**src/chess_fen_stream_parser_core_defines.svh**
```systemverilog
// Assertion macros used by the position record parser's decode core module.
`ifndef CHESS_FEN_STREAM_PARSER_CORE_DEFINES_SVH
`define CHESS_FEN_STREAM_PARSER_CORE_DEFINES_SVH

// Check a property outside reset.
`define CFSP_ASSERT(lbl, prop, msg) \
  lbl: assert property (@(posedge clk_i) disable iff (!rst_ni) (prop)) else $error(msg);

// Check a property at every edge, reset included.
`define CFSP_ASSERT_ALWAYS(lbl, prop, msg) \
  lbl: assert property (@(posedge clk_i) (prop)) else $error(msg);

`endif

```
**src/cfsp_pkg.sv**
```systemverilog
// Types, codes and helper functions of the position record parser.
package cfsp_pkg;

  // Field phases of the record
  localparam logic [3:0] PH_PLACE   = 4'd0;
  localparam logic [3:0] PH_SIDE    = 4'd1;
  localparam logic [3:0] PH_SIDE_SP = 4'd2;
  localparam logic [3:0] PH_CASTLE  = 4'd3;
  localparam logic [3:0] PH_EP      = 4'd4;
  localparam logic [3:0] PH_EP_RANK = 4'd5;
  localparam logic [3:0] PH_HALF    = 4'd6;
  localparam logic [3:0] PH_MOVE    = 4'd7;
  localparam logic [3:0] PH_TAIL    = 4'd8;
  localparam logic [3:0] PH_ERR     = 4'd9;

  // Result event codes
  localparam logic [1:0] EV_NONE  = 2'd0;
  localparam logic [1:0] EV_PLACE = 2'd1;
  localparam logic [1:0] EV_DONE  = 2'd2;
  localparam logic [1:0] EV_ERROR = 2'd3;

  // Piece kinds
  localparam logic [2:0] KIND_PAWN   = 3'd0;
  localparam logic [2:0] KIND_KNIGHT = 3'd1;
  localparam logic [2:0] KIND_BISHOP = 3'd2;
  localparam logic [2:0] KIND_ROOK   = 3'd3;
  localparam logic [2:0] KIND_QUEEN  = 3'd4;
  localparam logic [2:0] KIND_KING   = 3'd5;
  localparam logic [2:0] KIND_NONE   = 3'd6;

  localparam logic [4:0]  BLACK_OFFSET = 5'd16;
  localparam logic [4:0]  MAX_COUNT    = 5'd15;
  localparam logic [15:0] SAT_MAX      = 16'hFFFF;

  // Characters of interest
  localparam logic [7:0] CH_ZERO  = "0";
  localparam logic [7:0] CH_ONE   = "1";
  localparam logic [7:0] CH_EIGHT = "8";
  localparam logic [7:0] CH_NINE  = "9";
  localparam logic [7:0] CH_LO_A  = "a";
  localparam logic [7:0] CH_LO_H  = "h";
  localparam logic [7:0] CH_LO_Z  = "z";
  localparam logic [7:0] CH_UP_A  = "A";
  localparam logic [7:0] CH_UP_Z  = "Z";
  localparam logic [7:0] CH_LO_P  = "p";
  localparam logic [7:0] CH_LO_N  = "n";
  localparam logic [7:0] CH_LO_B  = "b";
  localparam logic [7:0] CH_LO_R  = "r";
  localparam logic [7:0] CH_LO_Q  = "q";
  localparam logic [7:0] CH_LO_K  = "k";
  localparam logic [7:0] CH_LO_W  = "w";
  localparam logic [7:0] CH_UP_K  = "K";
  localparam logic [7:0] CH_UP_Q  = "Q";
  localparam logic [7:0] CH_SLASH = "/";
  localparam logic [7:0] CH_SPACE = " ";
  localparam logic [7:0] CH_DASH  = "-";
  localparam logic [7:0] CASE_GAP = 8'd32;

  typedef struct packed {
    logic [7:0] text_byte;
    logic       end_of_text;
  } cfsp_char_t;

  typedef struct packed {
    logic [1:0]  event_res;
    logic [4:0]  piece_slot;
    logic [2:0]  piece_kind;
    logic        piece_is_black;
    logic [2:0]  square_column;
    logic [2:0]  square_row;
    logic        black_to_move;
    logic [3:0]  castle_flags;
    logic        passant_valid;
    logic [2:0]  passant_file;
    logic [15:0] halfmove_count;
    logic [15:0] move_count;
  } cfsp_result_t;

  typedef struct packed {
    logic       black;
    logic [2:0] kind;
  } cfsp_piece_t;

  // Map a letter to its piece kind and colour; non-pieces give KIND_NONE
  function automatic cfsp_piece_t piece_of(input logic [7:0] c);
    cfsp_piece_t p;
    logic [7:0]  lc;
    lc      = c;
    p.black = 1'b0;
    if (c >= CH_LO_A && c <= CH_LO_Z) begin
      p.black = 1'b1;
    end else if (c >= CH_UP_A && c <= CH_UP_Z) begin
      lc = c + CASE_GAP;
    end
    case (lc)
      CH_LO_P: p.kind = KIND_PAWN;
      CH_LO_N: p.kind = KIND_KNIGHT;
      CH_LO_B: p.kind = KIND_BISHOP;
      CH_LO_R: p.kind = KIND_ROOK;
      CH_LO_Q: p.kind = KIND_QUEEN;
      CH_LO_K: p.kind = KIND_KING;
      default: p.kind = KIND_NONE;
    endcase
    return p;
  endfunction

  // Append one decimal digit, saturating at the top of 16 bits
  function automatic logic [15:0] sat_accum(input logic [15:0] acc, input logic [7:0] c);
    logic [19:0] v;
    v = ({4'b0, acc} << 3) + ({4'b0, acc} << 1) + {16'b0, c[3:0]};
    return (v > {4'b0, SAT_MAX}) ? SAT_MAX : v[15:0];
  endfunction

endpackage

```
**src/cfsp_if.sv**
```systemverilog
// Stream channels of the parser: characters in, events out.
interface cfsp_in_if;
  logic       valid;
  logic       ready;
  logic [7:0] text_byte;
  logic       end_of_text;

  modport source (output valid, output text_byte, output end_of_text, input ready);
  modport sink   (input valid, input text_byte, input end_of_text, output ready);
endinterface

interface cfsp_out_if;
  logic        valid;
  logic        ready;
  logic [1:0]  event_res;
  logic [4:0]  piece_slot;
  logic [2:0]  piece_kind;
  logic        piece_is_black;
  logic [2:0]  square_column;
  logic [2:0]  square_row;
  logic        black_to_move;
  logic [3:0]  castle_flags;
  logic        passant_valid;
  logic [2:0]  passant_file;
  logic [15:0] halfmove_count;
  logic [15:0] move_count;

  modport source (
    output valid, output event_res, output piece_slot, output piece_kind,
    output piece_is_black, output square_column, output square_row,
    output black_to_move, output castle_flags, output passant_valid,
    output passant_file, output halfmove_count, output move_count,
    input ready
  );
  modport sink (
    input valid, input event_res, input piece_slot, input piece_kind,
    input piece_is_black, input square_column, input square_row,
    input black_to_move, input castle_flags, input passant_valid,
    input passant_file, input halfmove_count, input move_count,
    output ready
  );
endinterface

```
**src/cfsp_input_stage.sv**
```systemverilog
// Input register: captures one character item and holds it until it is parsed.
module cfsp_input_stage (
  input  logic                clk_i,
  input  logic                rst_ni,
  cfsp_in_if.sink             text_i,
  input  logic                advance_i,
  output logic                valid_o,
  output cfsp_pkg::cfsp_char_t char_o
);
  import cfsp_pkg::*;

  logic       valid_q;
  cfsp_char_t char_q;

  // Take a new item when empty or when the held one moves on
  assign text_i.ready = !valid_q || advance_i;

  always_ff @(posedge clk_i or negedge rst_ni) begin
    if (!rst_ni) begin
      valid_q <= 1'b0;
    end else if (text_i.ready) begin
      valid_q <= text_i.valid;
    end
  end

  // Capture payload
  always_ff @(posedge clk_i) begin
    if (text_i.valid && text_i.ready) begin
      char_q.text_byte   <= text_i.text_byte;
      char_q.end_of_text <= text_i.end_of_text;
    end
  end

  assign valid_o = valid_q;
  assign char_o  = char_q;
endmodule

```
**src/cfsp_parse_core.sv**
```systemverilog
// Parser state and the per-character decode that forms one result.
module cfsp_parse_core (
  input  logic                  clk_i,
  input  logic                  rst_ni,
  input  logic                  advance_i,
  input  cfsp_pkg::cfsp_char_t  char_i,
  output cfsp_pkg::cfsp_result_t result_o
);
  import cfsp_pkg::*;
  `include "chess_fen_stream_parser_core_defines.svh"

  logic [3:0]  phase_q, phase_d;
  logic [3:0]  column_q, column_d;
  logic [2:0]  row_q, row_d;
  logic [4:0]  white_count_q, white_count_d;
  logic [4:0]  black_count_q, black_count_d;
  logic        side_q, side_d;
  logic [3:0]  castle_q, castle_d;
  logic [3:0]  passant_q, passant_d;
  logic [15:0] half_q, half_d;
  logic [15:0] move_q, move_d;
  logic [1:0]  digits_q, digits_d;

  cfsp_piece_t  pc;
  cfsp_result_t res;
  logic [7:0]   c;
  logic [4:0]   skip_col;
  logic         is_digit;

  assign c        = char_i.text_byte;
  assign pc       = piece_of(c);
  assign is_digit = (c >= CH_ZERO) && (c <= CH_NINE);
  assign skip_col = {1'b0, column_q} + {1'b0, c[3:0]};

  // Decode one character against the current field phase
  always_comb begin
    phase_d       = phase_q;
    column_d      = column_q;
    row_d         = row_q;
    white_count_d = white_count_q;
    black_count_d = black_count_q;
    side_d        = side_q;
    castle_d      = castle_q;
    passant_d     = passant_q;
    half_d        = half_q;
    move_d        = move_q;
    digits_d      = digits_q;
    res           = '0;

    unique case (phase_q)
      PH_PLACE: begin
        if (pc.kind != KIND_NONE) begin
          if (column_q > 4'd7) begin
            phase_d = PH_ERR;
          end else if (pc.kind != KIND_KING && pc.black && black_count_q > MAX_COUNT) begin
            phase_d = PH_ERR;
          end else if (pc.kind != KIND_KING && !pc.black && white_count_q > MAX_COUNT) begin
            phase_d = PH_ERR;
          end else begin
            res.event_res      = EV_PLACE;
            res.piece_kind     = pc.kind;
            res.piece_is_black = pc.black;
            res.square_column  = column_q[2:0];
            res.square_row     = row_q;
            column_d           = column_q + 4'd1;
            if (pc.kind == KIND_KING) begin
              res.piece_slot = pc.black ? BLACK_OFFSET : 5'd0;
            end else if (pc.black) begin
              res.piece_slot = BLACK_OFFSET + black_count_q;
              black_count_d  = black_count_q + 5'd1;
            end else begin
              res.piece_slot = white_count_q;
              white_count_d  = white_count_q + 5'd1;
            end
          end
        end else if (c >= CH_ONE && c <= CH_EIGHT) begin
          if (skip_col > 5'd8) begin
            phase_d = PH_ERR;
          end else begin
            column_d = skip_col[3:0];
          end
        end else if (c == CH_SLASH) begin
          if (row_q == 3'd7) begin
            phase_d = PH_ERR;
          end else begin
            row_d    = row_q + 3'd1;
            column_d = 4'd0;
          end
        end else if (c == CH_SPACE) begin
          phase_d = PH_SIDE;
        end else begin
          phase_d = PH_ERR;
        end
      end
      PH_SIDE: begin
        if (c == CH_LO_W) begin
          side_d  = 1'b0;
          phase_d = PH_SIDE_SP;
        end else if (c == CH_LO_B) begin
          side_d  = 1'b1;
          phase_d = PH_SIDE_SP;
        end else begin
          phase_d = PH_ERR;
        end
      end
      PH_SIDE_SP: phase_d = (c == CH_SPACE) ? PH_CASTLE : PH_ERR;
      PH_CASTLE: begin
        if (c == CH_UP_K) castle_d = castle_q | 4'b0001;
        else if (c == CH_UP_Q) castle_d = castle_q | 4'b0010;
        else if (c == CH_LO_K) castle_d = castle_q | 4'b0100;
        else if (c == CH_LO_Q) castle_d = castle_q | 4'b1000;
        else if (c == CH_SPACE) phase_d = PH_EP;
        else if (c != CH_DASH) phase_d = PH_ERR;
      end
      PH_EP: begin
        if (c >= CH_LO_A && c <= CH_LO_H) begin
          passant_d = {1'b1, c[2:0] - CH_LO_A[2:0]};
          phase_d   = PH_EP_RANK;
        end else if (c == CH_SPACE) begin
          phase_d = PH_HALF;
        end else if (c != CH_DASH) begin
          phase_d = PH_ERR;
        end
      end
      PH_EP_RANK: phase_d = (c >= CH_ONE && c <= CH_EIGHT) ? PH_EP : PH_ERR;
      PH_HALF: begin
        if (is_digit) begin
          half_d      = sat_accum(half_q, c);
          digits_d[0] = 1'b1;
        end else if (c == CH_SPACE) begin
          phase_d = PH_MOVE;
        end else begin
          phase_d = PH_ERR;
        end
      end
      PH_MOVE: begin
        if (is_digit) begin
          move_d      = sat_accum(move_q, c);
          digits_d[1] = 1'b1;
        end else if (c == CH_SPACE) begin
          phase_d = PH_TAIL;
        end else begin
          phase_d = PH_ERR;
        end
      end
      PH_TAIL: phase_d = PH_TAIL;
      default: phase_d = PH_ERR;
    endcase

    // Report the record on its last character and return to reset state
    if (char_i.end_of_text) begin
      res = '0;
      if ((phase_d == PH_MOVE || phase_d == PH_TAIL) && digits_d == 2'b11) begin
        res.event_res      = EV_DONE;
        res.black_to_move  = side_d;
        res.castle_flags   = castle_d;
        res.passant_valid  = passant_d[3];
        res.passant_file   = passant_d[2:0];
        res.halfmove_count = half_d;
        res.move_count     = move_d;
      end else begin
        res.event_res = EV_ERROR;
      end
      phase_d       = PH_PLACE;
      column_d      = 4'd0;
      row_d         = 3'd0;
      white_count_d = 5'd1;
      black_count_d = 5'd1;
      side_d        = 1'b0;
      castle_d      = 4'd0;
      passant_d     = 4'd0;
      half_d        = 16'd0;
      move_d        = 16'd0;
      digits_d      = 2'd0;
    end
  end

  // Advance state when the held item moves into the result register
  always_ff @(posedge clk_i or negedge rst_ni) begin
    if (!rst_ni) begin
      phase_q       <= PH_PLACE;
      column_q      <= 4'd0;
      row_q         <= 3'd0;
      white_count_q <= 5'd1;
      black_count_q <= 5'd1;
      side_q        <= 1'b0;
      castle_q      <= 4'd0;
      passant_q     <= 4'd0;
      half_q        <= 16'd0;
      move_q        <= 16'd0;
      digits_q      <= 2'd0;
    end else if (advance_i) begin
      phase_q       <= phase_d;
      column_q      <= column_d;
      row_q         <= row_d;
      white_count_q <= white_count_d;
      black_count_q <= black_count_d;
      side_q        <= side_d;
      castle_q      <= castle_d;
      passant_q     <= passant_d;
      half_q        <= half_d;
      move_q        <= move_d;
      digits_q      <= digits_d;
    end
  end

  assign result_o = res;

  `CFSP_ASSERT_ALWAYS(a_reset_phase, !rst_ni |=> (phase_q == PH_PLACE),
                      "phase not cleared in reset")
  `CFSP_ASSERT(a_end_restart, (advance_i && char_i.end_of_text) |=>
               (phase_q == PH_PLACE && white_count_q == 5'd1 && black_count_q == 5'd1),
               "state not restarted after record end")
  `CFSP_ASSERT(a_place_steps_col, (advance_i && res.event_res == EV_PLACE) |=>
               (column_q == $past(column_q) + 4'd1), "column did not step after placement")
  `CFSP_ASSERT(a_error_silent, (phase_q == PH_ERR && !char_i.end_of_text) |->
               (res.event_res == EV_NONE), "event emitted while in error")
endmodule

```
**src/cfsp_result_stage.sv**
```systemverilog
// Result register: holds one result item until the receiver takes it.
module cfsp_result_stage (
  input  logic                   clk_i,
  input  logic                   rst_ni,
  input  logic                   load_i,
  input  cfsp_pkg::cfsp_result_t result_i,
  output logic                   space_o,
  cfsp_out_if.source             event_o
);
  import cfsp_pkg::*;

  logic         valid_q;
  cfsp_result_t res_q;

  // Room for a new result when empty or when the held one is taken
  assign space_o = !valid_q || event_o.ready;

  always_ff @(posedge clk_i or negedge rst_ni) begin
    if (!rst_ni) begin
      valid_q <= 1'b0;
    end else if (space_o) begin
      valid_q <= load_i;
    end
  end

  // Capture payload
  always_ff @(posedge clk_i) begin
    if (load_i) begin
      res_q <= result_i;
    end
  end

  assign event_o.valid          = valid_q;
  assign event_o.event_res      = res_q.event_res;
  assign event_o.piece_slot     = res_q.piece_slot;
  assign event_o.piece_kind     = res_q.piece_kind;
  assign event_o.piece_is_black = res_q.piece_is_black;
  assign event_o.square_column  = res_q.square_column;
  assign event_o.square_row     = res_q.square_row;
  assign event_o.black_to_move  = res_q.black_to_move;
  assign event_o.castle_flags   = res_q.castle_flags;
  assign event_o.passant_valid  = res_q.passant_valid;
  assign event_o.passant_file   = res_q.passant_file;
  assign event_o.halfmove_count = res_q.halfmove_count;
  assign event_o.move_count     = res_q.move_count;
endmodule

```
**src/chess_fen_stream_parser_core.sv**
```systemverilog
// Top level of the streaming chess position record parser.
// Usage:
//   text_i carries one character item of a position record per handshake,
//   with end_of_text high on the final character. event_o carries one
//   result item for every character item: nothing, a piece placement, a
//   completed record or an error (the last two only on end_of_text).
//   Items move on at each rising edge where valid and ready are both high.
// Path: a taken character is held in the input register, decoded, and its
//   result is then held in the result register and offered on event_o.
// Throughput: one item per cycle while the receiver keeps ready high, set by
//   the single decode step between the input register and the result register.
// Reset: rst_ni low clears both registers' valid flags and puts the parser
//   back at the start of the placement field with fresh piece counts.
//   After each end_of_text item the parser also returns to that state.
// Stall: while the receiver holds ready low the result register keeps its
//   item, the input register keeps one more, and then text_i.ready drops.
//   Board clearing between records is up to the receiver.
module chess_fen_stream_parser_core (
  input  logic        clk_i,
  input  logic        rst_ni,
  cfsp_in_if.sink     text_i,
  cfsp_out_if.source  event_o
);
  import cfsp_pkg::*;

  logic         char_valid;
  cfsp_char_t   char_q;
  cfsp_result_t result;
  logic         space;
  logic         advance;

  // Move the held character on when the result register has room
  assign advance = char_valid && space;

  cfsp_input_stage u_input (
    .clk_i    (clk_i),
    .rst_ni   (rst_ni),
    .text_i   (text_i),
    .advance_i(advance),
    .valid_o  (char_valid),
    .char_o   (char_q)
  );

  cfsp_parse_core u_core (
    .clk_i    (clk_i),
    .rst_ni   (rst_ni),
    .advance_i(advance),
    .char_i   (char_q),
    .result_o (result)
  );

  cfsp_result_stage u_result (
    .clk_i   (clk_i),
    .rst_ni  (rst_ni),
    .load_i  (advance),
    .result_i(result),
    .space_o (space),
    .event_o (event_o)
  );
endmodule
```
**src/flat_wrapper.sv**
```systemverilog
// flat-port wrapper written by rule: the top's interface ports become plain ports
module chess_fen_stream_parser_core_flat import cfsp_pkg::*;
  (clk_i, rst_ni, text_i_valid, text_i_text_byte, text_i_end_of_text, text_i_ready, event_o_valid, event_o_event_res, event_o_piece_slot, event_o_piece_kind, event_o_piece_is_black, event_o_square_column, event_o_square_row, event_o_black_to_move, event_o_castle_flags, event_o_passant_valid, event_o_passant_file, event_o_halfmove_count, event_o_move_count, event_o_ready);
  cfsp_in_if text_i_i ();
  cfsp_out_if event_o_i ();
  input  logic clk_i;
  input  logic rst_ni;
  input wire logic [$bits(text_i_i.valid)-1:0] text_i_valid;
  input wire logic [$bits(text_i_i.text_byte)-1:0] text_i_text_byte;
  input wire logic [$bits(text_i_i.end_of_text)-1:0] text_i_end_of_text;
  output wire logic [$bits(text_i_i.ready)-1:0] text_i_ready;
  output wire logic [$bits(event_o_i.valid)-1:0] event_o_valid;
  output wire logic [$bits(event_o_i.event_res)-1:0] event_o_event_res;
  output wire logic [$bits(event_o_i.piece_slot)-1:0] event_o_piece_slot;
  output wire logic [$bits(event_o_i.piece_kind)-1:0] event_o_piece_kind;
  output wire logic [$bits(event_o_i.piece_is_black)-1:0] event_o_piece_is_black;
  output wire logic [$bits(event_o_i.square_column)-1:0] event_o_square_column;
  output wire logic [$bits(event_o_i.square_row)-1:0] event_o_square_row;
  output wire logic [$bits(event_o_i.black_to_move)-1:0] event_o_black_to_move;
  output wire logic [$bits(event_o_i.castle_flags)-1:0] event_o_castle_flags;
  output wire logic [$bits(event_o_i.passant_valid)-1:0] event_o_passant_valid;
  output wire logic [$bits(event_o_i.passant_file)-1:0] event_o_passant_file;
  output wire logic [$bits(event_o_i.halfmove_count)-1:0] event_o_halfmove_count;
  output wire logic [$bits(event_o_i.move_count)-1:0] event_o_move_count;
  input wire logic [$bits(event_o_i.ready)-1:0] event_o_ready;
  assign text_i_i.valid = text_i_valid;
  assign text_i_i.text_byte = text_i_text_byte;
  assign text_i_i.end_of_text = text_i_end_of_text;
  assign text_i_ready = text_i_i.ready;
  assign event_o_valid = event_o_i.valid;
  assign event_o_event_res = event_o_i.event_res;
  assign event_o_piece_slot = event_o_i.piece_slot;
  assign event_o_piece_kind = event_o_i.piece_kind;
  assign event_o_piece_is_black = event_o_i.piece_is_black;
  assign event_o_square_column = event_o_i.square_column;
  assign event_o_square_row = event_o_i.square_row;
  assign event_o_black_to_move = event_o_i.black_to_move;
  assign event_o_castle_flags = event_o_i.castle_flags;
  assign event_o_passant_valid = event_o_i.passant_valid;
  assign event_o_passant_file = event_o_i.passant_file;
  assign event_o_halfmove_count = event_o_i.halfmove_count;
  assign event_o_move_count = event_o_i.move_count;
  assign event_o_i.ready = event_o_ready;
  chess_fen_stream_parser_core u_core (.clk_i(clk_i), .rst_ni(rst_ni), .text_i(text_i_i), .event_o(event_o_i));
endmodule
```
**config.mk**
```make
export PLATFORM = sky130hd
export DESIGN_NAME = chess_fen_stream_parser_core_flat
export DESIGN_NICKNAME = d
export VERILOG_FILES = /design/src/cfsp_pkg.sv /design/src/cfsp_if.sv /design/src/cfsp_input_stage.sv /design/src/cfsp_parse_core.sv /design/src/cfsp_result_stage.sv /design/src/chess_fen_stream_parser_core.sv /design/src/flat_wrapper.sv
export VERILOG_INCLUDE_DIRS = /design/src /design/src/src
export SDC_FILE = /design/constraint.sdc
export NUM_CORES = 1
export LEC_CHECK = 0
export BUFFER_PORTS_ARGS = -buffer_cell sky130_fd_sc_hd__buf_2
export CORE_AREA = 2 2 123 125
export CTS_CLUSTER_DIAMETER = 60
export DETAILED_ROUTE_END_ITERATION = 7
export DIE_AREA = 0 0 125 127
export PLACE_DENSITY = 0.79
export SYNTH_ARGS = -nofsm -noshare
export SYNTH_HDL_FRONTEND = slang
export SYNTH_SLANG_ARGS = --single-unit
```
**constraint.sdc**
```tcl
create_clock -name clk_i -period 4.5 [get_ports clk_i]
set_input_delay 0.675 -clock clk_i [delete_from_list [all_inputs] [get_ports clk_i]]
set_output_delay 0.675 -clock clk_i [all_outputs]
set_load 0.03 [all_outputs]
```
== Yosys cells after proc, flatten, opt, wreduce, memory -nomap -nowiden ==
Cells that the tools add are included.

* Bits in registers: 133
* Logic and storage cells: 229

* Magnitude comparators: 15
* Eq/ne operators: 43
* Bitwise operators: 2
* Reductions and logical operators: 30
* Multiplexer cells: 100
* $add $sub $neg: 12

{| class="wikitable"
|+ Operators with widths
! operator !! count
|-
| two-way mux 16 bit || 13
|-
| two-way mux 4 bit || 44
|-
| equality test 8 x 7 -> 1 bit, second input constant || 12
|-
| two-way mux 5 bit || 19
|-
| two-way mux 58 bit || 1
|-
| two-way mux 41 bit || 1
|-
| adder 19 x 17 -> 20 bit || 2
|-
| adder 20 x 4 -> 20 bit || 2
|-
| greater-than comparator 20 x 16 -> 1 bit, second input constant || 2
|-
| one-hot mux 4 bit (9 select lines) || 1
|-
| less-or-equal comparator 8 x 7 -> 1 bit, second input constant || 3
|-
| AND reduction 8 bit || 3
|-
| equality test 4 x 3 -> 1 bit, second input constant || 5
|-
| two-way mux 3 bit || 6
|-
| one-hot mux 3 bit (6 select lines) || 1
|-
| equality test 8 x 6 -> 1 bit, second input constant || 2
|-
| greater-or-equal comparator 8 x 6 -> 1 bit, second input constant || 2
|-
| greater-or-equal comparator 8 x 7 -> 1 bit, second input constant || 2
|-
| less-or-equal comparator 8 x 6 -> 1 bit, second input constant || 2
|-
| two-way mux 8 bit || 2
|-
| != test 2 x 1 -> 1 bit, second input constant || 8
|-
| greater-than comparator 5 x 4 -> 1 bit, second input constant || 3
|-
| logical AND 1 bit || 12
|-
| two-way mux 1 bit || 11
|-
| 28 further kinds || 43
|}

== Longest topological paths before layout ==
* Depth after elaboration: 19
* Mapped depth: 13
* Depth with buffers taken out: 12

== Hierarchy ==
Synthesis repeated with hierarchy kept, for this count alone.

* Cells, all modules: 893
* Area, all modules: 8,879.8 µm²

{| class="wikitable"
|+ By module, submodules not included
! module !! cells an instance !! seq. area each (µm²) !! instances !! area each (µm²)
|-
| cfsp_parse_core || 818 || 1,604.0 || 1 || 6,760.2
|-
| cfsp_result_stage || 61 || 1,766.7 || 1 || 1,789.2
|-
| cfsp_input_stage || 13 || 295.3 || 1 || 324.1
|-
| chess_fen_stream_parser_core || 1 || 0.0 || 1 || 6.3
|}

== Worst setup path before layout ==
Ideal clock, no wire load.

* Path kind: reg2reg
* Start: register, netlist name u_core.u_input.char_o[4]
* End: register u_core.u_result.res_q (netlist bit u_core.u_result.event_o.move_count[10]) (data pin)
* Setup slack: 1.027 ns
* Clock period less this slack: 3.473 ns
* Data arrival time: 3.215 ns
* Path buffers: 1
* Required time: 4.242 ns
* Cell stages (with the launch flop): 12
* Path through: edfxtp_1 > fa_1 > inv_1 > fa_1 > nor2b_1 > o21ai_0 > a211oi_1 > o31ai_1 > o41ai_1 > nand4_1 > clkbuf_1 > o221a_2

* Longest elaborated chain between the ends: 18
* Elaborated cells between the ends (all ways): 83
* Classes of those cells: add/sub (3); order compare (11); eq/ne (20); mux (36); reduce/logical (13)

{| class="wikitable"
|+ RTL lines
! element !! RTL line !! source
|-
| greater-or-equal comparator 8 x 7 -> 1 bit or less-or-equal comparator 8 x 7 -> 1 bit (tied branches) || cfsp_pkg.sv:92 || <nowiki>end else if (c >= CH_UP_A && c <= CH_UP_Z) begin</nowiki>
|-
| logical AND 1 bit || cfsp_pkg.sv:92 ||
|-
| two-way mux 8 bit || cfsp_pkg.sv:92 ||
|-
| two-way mux 8 bit || cfsp_pkg.sv:90 || <nowiki>if (c >= CH_LO_A && c <= CH_LO_Z) begin</nowiki>
|-
| equality test 8 x 7 -> 1 bit || cfsp_pkg.sv:95 || <nowiki>case (lc)</nowiki>
|-
| one-hot mux 3 bit (6 select lines) || cfsp_pkg.sv:95 ||
|-
| != test 3 bit || cfsp_parse_core.sv:55, cfsp_parse_core.sv:57 ||
|-
| logical AND 1 bit (2 in a row) || cfsp_parse_core.sv:57 || <nowiki>end else if (pc.kind != KIND_KING && !pc.black && white_count_q > MAX_COUNT) begin</nowiki>
|-
| two-way mux 4 bit || cfsp_parse_core.sv:57 ||
|-
| two-way mux 4 bit || cfsp_parse_core.sv:55 || <nowiki>end else if (pc.kind != KIND_KING && pc.black && black_count_q > MAX_COUNT) begin</nowiki>
|-
| two-way mux 4 bit || cfsp_parse_core.sv:53 || <nowiki>if (column_q > 4'd7) begin</nowiki>
|-
| two-way mux 4 bit || cfsp_parse_core.sv:52 || <nowiki>if (pc.kind != KIND_NONE) begin</nowiki>
|-
| one-hot mux 4 bit (9 select lines) || cfsp_parse_core.sv:50 || <nowiki>unique case (phase_q)</nowiki>
|-
| equality test 4 x 3 -> 1 bit or equality test 4 bit (tied branches) || cfsp_parse_core.sv:153 || <nowiki>if ((phase_d == PH_MOVE || phase_d == PH_TAIL) && digits_d == 2'b11) begin</nowiki>
|-
| logical OR 1 bit || cfsp_parse_core.sv:153 ||
|-
| logical AND 1 bit || cfsp_parse_core.sv:153 ||
|-
| AND reduction 2 bit (no source line) || -- ||
|-
| end signal, assigned || cfsp_result_stage.sv:29 || <nowiki>res_q <= result_i;</nowiki>
|-
| end, declared || cfsp_result_stage.sv:13 || <nowiki>cfsp_result_t res_q;</nowiki>
|}

Parallel ways exist; a longest one is shown, timed or not.
A chain may end at the register's enable or synchronous reset.

== Worst setup path after layout ==
* Start: register, netlist name u_core.u_input.char_o[1]
* End: register u_core.u_core.column_q[0]

* Longest elaborated chain between the ends: 11
* Elaborated cells between the ends (all ways): 42
* Classes of those cells: add/sub (2); order compare (7); eq/ne (14); mux (9); reduce/logical (10)

{| class="wikitable"
|+ RTL lines
! element !! RTL line !! source
|-
| greater-or-equal comparator 8 x 7 -> 1 bit or less-or-equal comparator 8 x 7 -> 1 bit (tied branches) || cfsp_pkg.sv:92 ||
|-
| logical AND 1 bit || cfsp_pkg.sv:92 ||
|-
| two-way mux 8 bit || cfsp_pkg.sv:92 ||
|-
| two-way mux 8 bit || cfsp_pkg.sv:90 ||
|-
| equality test 8 x 7 -> 1 bit || cfsp_pkg.sv:95 ||
|-
| one-hot mux 3 bit (6 select lines) || cfsp_pkg.sv:95 ||
|-
| != test 3 bit || cfsp_parse_core.sv:55, cfsp_parse_core.sv:57 ||
|-
| logical AND 1 bit, on equally long branches (2 in a row) || cfsp_parse_core.sv:57, cfsp_parse_core.sv:55 ||
|-
| != test 3 x 2 -> 1 bit (no source line) || -- ||
|-
| AND reduction 8 bit (no source line) || -- ||
|-
| end signal, assigned || cfsp_parse_core.sv:194 || <nowiki>column_q <= column_d;</nowiki>
|-
| end, declared || cfsp_parse_core.sv:13 || <nowiki>logic [3:0] column_q, column_d;</nowiki>
|}

Parallel ways exist; a longest one is shown, timed or not. The select of a mux whose other input is x is not followed.

==> results.cfg <==
[grt]
track_usage = 0.271
grt_max_degree = 47
grt.overflow.total = 0
grt_first_pass_wirelength_mm = 34.4
grt_pass1_vias = 6793
antenna_found_initial = 0

[layout]
insertedDiodeCount = 0
fin_nets = 1013
fin_area_um2 = 9720
syn2layout_area_growth_pct = 12.7
final_util = 0.674
regArea_um2 = 3670
final_layout_size_suffix_gt1_frac = 0.182
multi_input_area_um2 = 4630
nFillCells = 1132

[synth]
yosys_warnings = 0
ys_seq_area_frac = 0.425
synthTopCellsByArea = edfxtp_1 23%, dfrtp_1 19%, ha_1 12%
synthesis.area_um2 = 8620
postSynthAreaPerCell_um2 = 10.2
synth_cell_types = 82
synth-edff-count = 67
synth-main-ff-cell = edfxtp_1
yosysTopAreaCell = edfxtp_1
syn-instance-count = 844
synth_top_area_frac = 0.233
synth-seq-cells = 133
synth.most_common_cell = nor2_1
syn-num-nets = 943
synth_common_cells = 87 x nor2_1, 81 x ha_1, 67 x edfxtp_1, 64 x dfrtp_1, 62 x o21ai_0
ys_async_sr_fraction = 0.496

[placed_design]
dp_hpwl_mm = 14.7
io_buffer_count = 72
dpl-instance-area_um2 = 9150
gp_congestion = 0.912

[job]
maxCapViolCount = 0

[sta]
max_freq_mhz = 259
slew_viol_final = 0
tightest_slew_ns = 1.09
tns_ns = 0
report.final.hold_viol_count = 0
skew_ns = 0.00717
timing.hold.ws_ns = 0.426
setup_viol = 0
period_needed_ns = 3.87
fin_crit_sh = 0.859
rsz0062_at_grt = false
relSlewSlack = 0.273

[clock_network]
cts.repair.resized = 0
htree_levels = 4
cts_tree = built
cts_buffers = 17
cts_root_buf = clkbuf_16
cts_setup_buffers = 0
cts_hold_buf = 0
clkSlewWorstSetupHoldPaths_ns = 0.06
clkLatencyLatePin_ns = 0.43
cts_buffer_depth = 2
cts.sinks = 133

[power]
switching_share = 0.271
comb_power_share = 0.138
p_sw_w = 0.000881
leakagePower_nw = 4.32
power.internal_w = 0.00237
p_per_area_nw_per_um2 = 334
peakVddDrop_mv = 0.304
power_frac_seq = 0.442
clockPowerShare = 0.420

[die]
io_pins = 73
start_util = 0.598
core_um2 = 14400
fp.dieArea_um2 = 15900
fp.dieW_um = 125
core.rowCount = 44
die_y_um = 127

[critical_path]
crit_start = u_core.u_input.char_o[1]
start_kind = flip-flop
r2r_slack_ns = 0.63
worst_path_max_delay_cell = edfxtp_1
r2r.worst_path.cells = 10
worst-setup-path-type = reg2reg
cp_slowest_stage_delay_ns = 0.65
cp_cell_sequence = inv_1, ha_1, or4b_4, a221o_1, nand2b_1, nand3_1, a2111o_1, o21ai_0, a221oi_1, a21oi_1
timing.rr.end = u_core.u_core.column_q[0]
arrival_ns = 4.21
crit_path_end = u_core.u_core.column_q[0]
r2r-start = u_core.u_input.char_o[1]
cp_data_required_time_ns = 4.84
worstPathMaxFanout = 10
end_kind = flip-flop

[routing]
detail_route.vias_per_cell = 6.33
vias = 7038
drt_wl_total_mm = 20.9
firstDrtPassIters = 5
ant_nets = 0
wl_per_cell_um = 18.8
drcViolationCount = 0
drt_iter0_drc = 579

[status]
status = completed

[worst_hold_path]
worst_hold_path_type = in2reg
## area by class of cell
class / instances / share of cell area
Clock buffer: 21 / 0.0453
Multi-Input combinational cell: 637 / 0.476
Tap cell: 184 / 0.0237
Sequential cell: 133 / 0.377
Clock inverter: 11 / 0.0138
Inverter: 36 / 0.0139
Timing Repair Buffer: 89 / 0.0502
## state kept, by name (all words and copies together), names as in the netlist, 5 cells and up
signal	flops
u_core.u_core.half_q	16
u_core.u_core.move_q	16
u_core.u_result.event_o.halfmove_count	16
u_core.u_result.event_o.move_count	16
u_core.u_input.char_o	9
u_core.u_core.black_count_q	5
u_core.u_core.white_count_q	5
u_core.u_result.event_o.piece_slot	5
## power by group through the flow
stage	combinational, W	sequential [W]	clock (W)
CTS	0.000445	0.00143	0.00138
global route	0.000493	0.00144	0.00143
detailed placement	0.000440	0.00145	0
finish	0.000449	0.00143	0.00137
floorplan	0.000265	0.00149	0
global placement	0.000433	0.00145	0
## worst min path at each step
stage | startpoint | endpoint | slack, ns | cells past startpoint
6_report | text_i_end_of_text | u_core.u_input.char_o[0] | 0.43 | 1
5_1_grt | text_i_text_byte[2] | u_core.u_input.char_o[3] | 0.42 | 1
4_1_cts | text_i_end_of_text | u_core.u_input.char_o[0] | 0.41 | 1
3_5_place_dp | u_core.u_core.passant_q[0] | u_core.u_core.passant_q[0] | 0.47 | 2
3_3_place_gp | u_core.u_core.passant_q[1] | u_core.u_core.passant_q[1] | 0.46 | 2
2_1_floorplan | rst_ni | u_core.u_core.black_count_q[1] | 0.38 | 0
## through the flow
step,worst slack [ns],instances,power (W)
floorplan,1.03,844,0.00176
global placement,0.802,1079,0.00188
detailed placement,0.723,1079,0.00189
CTS,0.688,1111,0.00326
global route,0.431,1111,0.00337
finish,0.632,1111,0.00325
## logic make-up (layout without fill, tap and decap cells)
family	count (synthesis)	after routing	synth area share
buf+inv	74	157	0.0399
simple gates	262	262	0.157
flops	133	133	0.425
compound gates	263	263	0.220
xor+xnor	23	23	0.0234
mux	3	3	0.00522
fa+ha+maj	86	86	0.129
## cells in the final DEF (no fill, tap or decap), types with 6 or more instances in the layout
cell / synthesis / final
a31oi_1: 6 / 6
o221a_2: 31 / 31
a22oi_1: 6 / 6
and3_1: 6 / 6
o21a_1: 28 / 28
clkbuf_16: 0 / 17
nor2_1: 87 / 87
a21oi_1: 49 / 49
nor2b_1: 12 / 12
inv_1: 36 / 35
a21o_1: 9 / 9
buf_2: 7 / 72
nand2_1: 47 / 47
or3_1: 6 / 6
a22o_1: 8 / 8
o21bai_1: 6 / 6
dfrtp_1: 64 / 64
buf_4: 3 / 17
a211oi_1: 7 / 7
and2_1: 9 / 9
edfxtp_1: 67 / 67
nand3_1: 16 / 16
ha_1: 81 / 81
nor3_1: 24 / 24
xnor2_1: 19 / 19
o21ai_0: 62 / 62
nand2b_1: 12 / 12
## per-layer routing
layer | wire length, um | GRT usage | up-vias
met3 | 1380 | 0.0486 | 51
met5 | 0 | 0 | -
li1 | - | - | 3338
met2 | 9490 | 0.425 | 263
met4 | 576 | 0.105 | 0
met1 | 9410 | 0.381 | 3386
## critical path, delay by kind of cell, from the launching register on
family          cells  cell delay, ns
compound gates      5            1.64
fa+ha+maj           1            0.23
buf+inv             1            0.24
flops               1            0.65
simple gates        3            1.02
Note: power is estimated with default switching activity, not from simulation.
